## src/sxfc_pkg.sv

```systemverilog
`default_nettype none

package sxfc_pkg;

  localparam int DATA_W  = 8;
  localparam int COUNT_W = 9;
  localparam int TOTAL_W = COUNT_W + 1;

  localparam logic [COUNT_W-1:0] COUNT_MAX      = 9'd511;
  localparam logic [TOTAL_W-1:0] FRAME_OVERHEAD = 10'd7;
  localparam logic [TOTAL_W-1:0] SHORT_LIMIT    = 10'd4;
  localparam logic [COUNT_W-1:0] IDX_FIRST      = 9'd0;
  localparam logic [COUNT_W-1:0] IDX_LENGTH     = 9'd3;
  localparam logic [COUNT_W-1:0] IDX_SUM_START  = 9'd4;

  localparam logic [DATA_W-1:0] HEAD_RESET = 8'hfe;
  localparam logic [DATA_W-1:0] TAIL_RESET = 8'hff;

  // register index, taken from paddr bit 2
  localparam logic REG_HEAD = 1'b0;
  localparam logic REG_TAIL = 1'b1;

  typedef enum logic [2:0] {
    ST_OK     = 3'd0,
    ST_SHORT  = 3'd1,
    ST_HEAD   = 3'd2,
    ST_TAIL   = 3'd3,
    ST_LENGTH = 3'd4,
    ST_SUM    = 3'd5,
    ST_XOR    = 3'd6
  } status_t;

  // frame_ok in bit 0, status above it
  typedef struct packed {
    status_t status;
    logic    frame_ok;
  } verdict_t;

endpackage

`default_nettype wire

```

## src/sxfc_track.sv

```systemverilog
`default_nettype none

module sxfc_track (
  input  wire                         clk,
  input  wire                         rst_n,
  input  wire                         fire,
  input  wire [sxfc_pkg::DATA_W-1:0]  data_byte,
  input  wire                         last_byte,
  input  wire [sxfc_pkg::DATA_W-1:0]  head_byte,
  input  wire [sxfc_pkg::DATA_W-1:0]  tail_byte,
  output logic                        verdict_valid,
  output sxfc_pkg::verdict_t          verdict
);
  import sxfc_pkg::*;

  logic [COUNT_W-1:0] count_r, count_nxt;
  logic [DATA_W-1:0]  first_r, first_nxt;
  logic [DATA_W-1:0]  len_r, len_nxt;
  logic [DATA_W-1:0]  rec0_r, rec1_r, rec2_r;
  logic [DATA_W-1:0]  sum_r, sum_nxt;
  logic [DATA_W-1:0]  xor_r, xor_nxt;
  logic [TOTAL_W-1:0] total;
  status_t            st;

  always_comb begin
    first_nxt = (count_r == IDX_FIRST)  ? data_byte : first_r;
    len_nxt   = (count_r == IDX_LENGTH) ? data_byte : len_r;
    // byte leaving the three-byte window joins the checksums from index 1 on
    if (count_r >= IDX_SUM_START) begin
      sum_nxt = sum_r + rec2_r;
      xor_nxt = xor_r ^ rec2_r;
    end else begin
      sum_nxt = sum_r;
      xor_nxt = xor_r;
    end
    count_nxt = (count_r < COUNT_MAX) ? count_r + 1'b1 : count_r;
    total     = {1'b0, count_r} + 1'b1;
  end

  // on the final byte: rec1_r is the sum byte, rec0_r the xor byte
  always_comb begin
    if (total <= SHORT_LIMIT) begin
      st = ST_SHORT;
    end else if (first_r != head_byte) begin
      st = ST_HEAD;
    end else if (data_byte != tail_byte) begin
      st = ST_TAIL;
    end else if (total < FRAME_OVERHEAD ||
                 {{(TOTAL_W-DATA_W){1'b0}}, len_r} != total - FRAME_OVERHEAD) begin
      st = ST_LENGTH;
    end else if (sum_nxt != rec1_r) begin
      st = ST_SUM;
    end else if (xor_nxt != rec0_r) begin
      st = ST_XOR;
    end else begin
      st = ST_OK;
    end
  end

  assign verdict_valid    = fire && last_byte;
  assign verdict.status   = st;
  assign verdict.frame_ok = (st == ST_OK);

  always_ff @(posedge clk) begin
    if (!rst_n || (fire && last_byte)) begin
      count_r <= '0;
      first_r <= '0;
      len_r   <= '0;
      rec0_r  <= '0;
      rec1_r  <= '0;
      rec2_r  <= '0;
      sum_r   <= '0;
      xor_r   <= '0;
    end else if (fire) begin
      count_r <= count_nxt;
      first_r <= first_nxt;
      len_r   <= len_nxt;
      rec0_r  <= data_byte;
      rec1_r  <= rec0_r;
      rec2_r  <= rec1_r;
      sum_r   <= sum_nxt;
      xor_r   <= xor_nxt;
    end
  end

endmodule

`default_nettype wire

```

## config.mk

```make
export PLATFORM = sky130hd
export DESIGN_NAME = sxfc_track
export DESIGN_NICKNAME = d
export VERILOG_FILES = /design/src/sxfc_pkg.sv /design/src/sxfc_track.sv
export SDC_FILE = /design/constraint.sdc
export NUM_CORES = 1
export LEC_CHECK = 0
export CELL_PAD_IN_SITES_DETAIL_PLACEMENT = 0
export CELL_PAD_IN_SITES_GLOBAL_PLACEMENT = 1
export CORE_AREA = 8 8 127 129
export DETAILED_ROUTE_END_ITERATION = 6
export DIE_AREA = 0 0 135 137
export DONT_BUFFER_PORTS = 1
export PLACE_DENSITY = 0.64
export SLEW_MARGIN = 20
export SYNTH_ARGS = -nofsm -noshare
export SYNTH_HDL_FRONTEND = slang
export SYNTH_SLANG_ARGS = --single-unit
```

## constraint.sdc

```tcl
create_clock -name clk -period 3.4 [get_ports clk]
set_input_delay 0.34 -clock clk [delete_from_list [all_inputs] [get_ports clk]]
set_output_delay 0.34 -clock clk [all_outputs]
set_load 0.05 [all_outputs]
```

==> flow_summary.yaml <==
status:
  outcome: "complete, no violations"
power:
  p_per_area_nw_per_um2: 391.3
  vdd_drop_max_uv: 345.8
  p_leak_nw: 1.947
yosys:
  yosysWarnings: 0
  ys_seq_area_share_pct: 31.16
  synth_enable_flop_cells: 0
  synth_seq_cells: 65
  async_reset_ff_share_pct: 0
  synth_cells: 496
  synth_top_cell_area_share_pct: 31.16
  yosysUniqueCellTypes: 62
  synth_nets: 535
  synth_area_sq_um: 4177
  synthTopCellsByArea: "dfxtp_1 31%, mux2i_1 10%, xnor2_1 8.2%, nor2_1 7.5%, xor2_1 7.1%"
  ys.flop_type: "dfxtp_1"
  synth.largest_area_cell: "dfxtp_1"
  post_synth.cell_area_avg_sq_um: 8.420
floorplan:
  fp.dieW_um: 135
  start_util_pct: 29.40
  die_h_um: 137
  std_cell_rows: 44
  coreArea_sq_um: 14200
  dieArea_sq_um: 18500
  ios: 33
worst_setup_path:
  critPathKind: "register to primary output"
  end_kind: "primary output"
  crit_arrival_ns: 2.98
  r2r_slack_ns: 1.26
  path_max_fanout: 6
  cp.required_ns: 3.06
  start_kind: "register"
finish:
  drive_gt1_share_pct: 16.33
  antenna_cells: 0
  final_cells: 686
  area_delta_synth_final_pct: 18.69
  mostFrequentLayoutCells: "83 x nor2_1, 54 x dfxtp_1, 42 x mux2i_1"
  nets: 536
  layout.cells.most_common: "nor2_1"
sta:
  slew_headroom_pct: 51.94
  hold_slack_ns: 0.1383
  setup_viol: 0
  finalCritPeriodShare_pct: 97.51
  worstMarginPinSlew_ns: 0.7209
  finClkSkew_ns: 0.004027
  setup_ws_ns: 0.08461
  hold_viol_final: 0
  drv_slew: 0
  clock.fmax_ghz: 0.3016
  finalCriticalPeriod_ns: 3.315
  rsz0062_at_grt: "yes"
place:
  dpl.hpwl_mm: 8.006
  gp_congestion: 0.8114
  preCtsSetupSlack_ns: 0.1312
  portBuffers: 0
  dp_cells: 667
clock_network:
  cts_tree: "built"
  cts.clk_slew.worst_paths_ns: 0.06
  cts_root_buf: "clkbuf_16"
  numCtsBuffers: 9
  clock-sinks: 65
  htree_levels: 3
  clk_path_buf_depth: 2
  clkLatencyLatePin_ns: 0.34
  postCtsHoldBufs: 0
drt:
  vias_per_cell: 5.070
  drt.antenna.violating_nets: 0
  wirelength_mm: 11.24
  drc_errors: 0
  drt_first_pass_iters: 4
  first_iter_violations: 244
  wl_per_cell_um: 16.39
  via_count: 3478
grt:
  grt_pass1_wl_mm: 17.91
  gr-total-overflow: 0
  grt_pass1_vias: 3213
  grt_max_degree: 66
  antenna_found_initial: 0
  grt_usage_pct: 12.39
  grt_util_met3_pct: 2.606
  grt_use_met1_pct: 16.73
  busiest_layer: "met2"
  gr-usage-met2_pct: 18.63
worst_hold_path:
  hold_path.class: "primary input to register"
flow_run:
  cap_violations: 0
==> path summary, 6_finish.rpt <==
check | start | endpoint | cells after the start
setup / recovery | rec2_r[2] | verdict[2] | 8
hold / removal | fire | count_r[7] | 1
setup reg to reg | count_r[2] | first_r[4] | 6
hold reg to reg | sum_r[0] | sum_r[0] | 2
==> report_power, final <==
group | switching (mW) | internal, mW | leakage, nW
Combinational | 0.0791 | 0.0722 | 1.27
Clock | 0.356 | 0.639 | 0.144
Sequential | 0.0169 | 0.776 | 0.532
Total | 0.452 | 1.49 | 1.95
==> synth_stat cells, types with 8 or more instances <==
master,n
and2_1,10
inv_1,12
a21oi_1,19
ha_1,10
nor2_1,83
xnor2_1,39
dfxtp_1,65
xor2_1,34
clkbuf_1,16
nand3_1,11
nand2_1,28
nor3_1,8
mux2i_1,42
==> kinds of logic (layout without fill, tap and decap cells) <==
logic type,Yosys count,count (layout),share of synthesized area [%]
simple gates,178,178,20.13
fa+ha+maj,11,11,3.475
flops,65,65,31.16
buf+inv,43,49,4.613
compound gates,81,81,14.32
mux,44,44,10.61
xor+xnor,74,74,15.70
==> metrics by stage <==
step / util (%) / total power, mW / instance area, sq um / TNS [ns]
5_1_grt: 34.90 / 2.014 / 4957 / -0.06695
6_report: 34.90 / 1.940 / 4957 / 0
2_1_floorplan: - / 0.9218 / 4189 / -0.04413
4_1_cts: 33.81 / 1.956 / 4802 / 0
3_3_place_gp: 31.13 / 0.9462 / 4422 / 0
3_5_place_dp: 31.13 / 0.9480 / 4422 / 0
==> registers in the layout (all words and copies together) (netlist names) <==
name	cells
len_r	8
count_r	9
rec2_r	8
xor_r	8
rec1_r	8
first_r	8
rec0_r	8
sum_r	8
==> per-layer routing <==
| metal | share of wire (%) | wire, um |
|---|---|---|
| met1 | 49 | 5525 |
| met2 | 45 | 5058 |
| met3 | 3.8 | 429 |
| met4 | 2.0 | 230 |
| met5 | 0 | 0 |
==> critical path, stage by stage, from the launching register on <==
cell and delay (ns):
dfxtp_1 0.37, ha_1 0.45, a21oi_1 0.15, nor2b_2 0.20
mux2i_1 0.36, o2111ai_4 0.18, a2111o_1 0.44, o41ai_2 0.23
buf_4 0.25
==> repair_timing <==
item,CTS,global route
buffers inserted,1,2
hold endpoints to repair,0,0
pin swaps,4,3
resized for setup,13,32
endpoints found under the setup margin,4,4
==> area by class of cell <==
cell class | count | area, sq um
Clock buffer | 9 | 225.2
Timing Repair Buffer | 21 | 173.9
Fill cell | 1501 | 9246
Sequential cell | 65 | 1320
Clock inverter | 7 | 95.09
Inverter | 12 | 45.04
Multi-Input combinational cell | 388 | 2868
Tap cell | 184 | 230.2
Note: power is estimated with default switching activity, not from simulation.
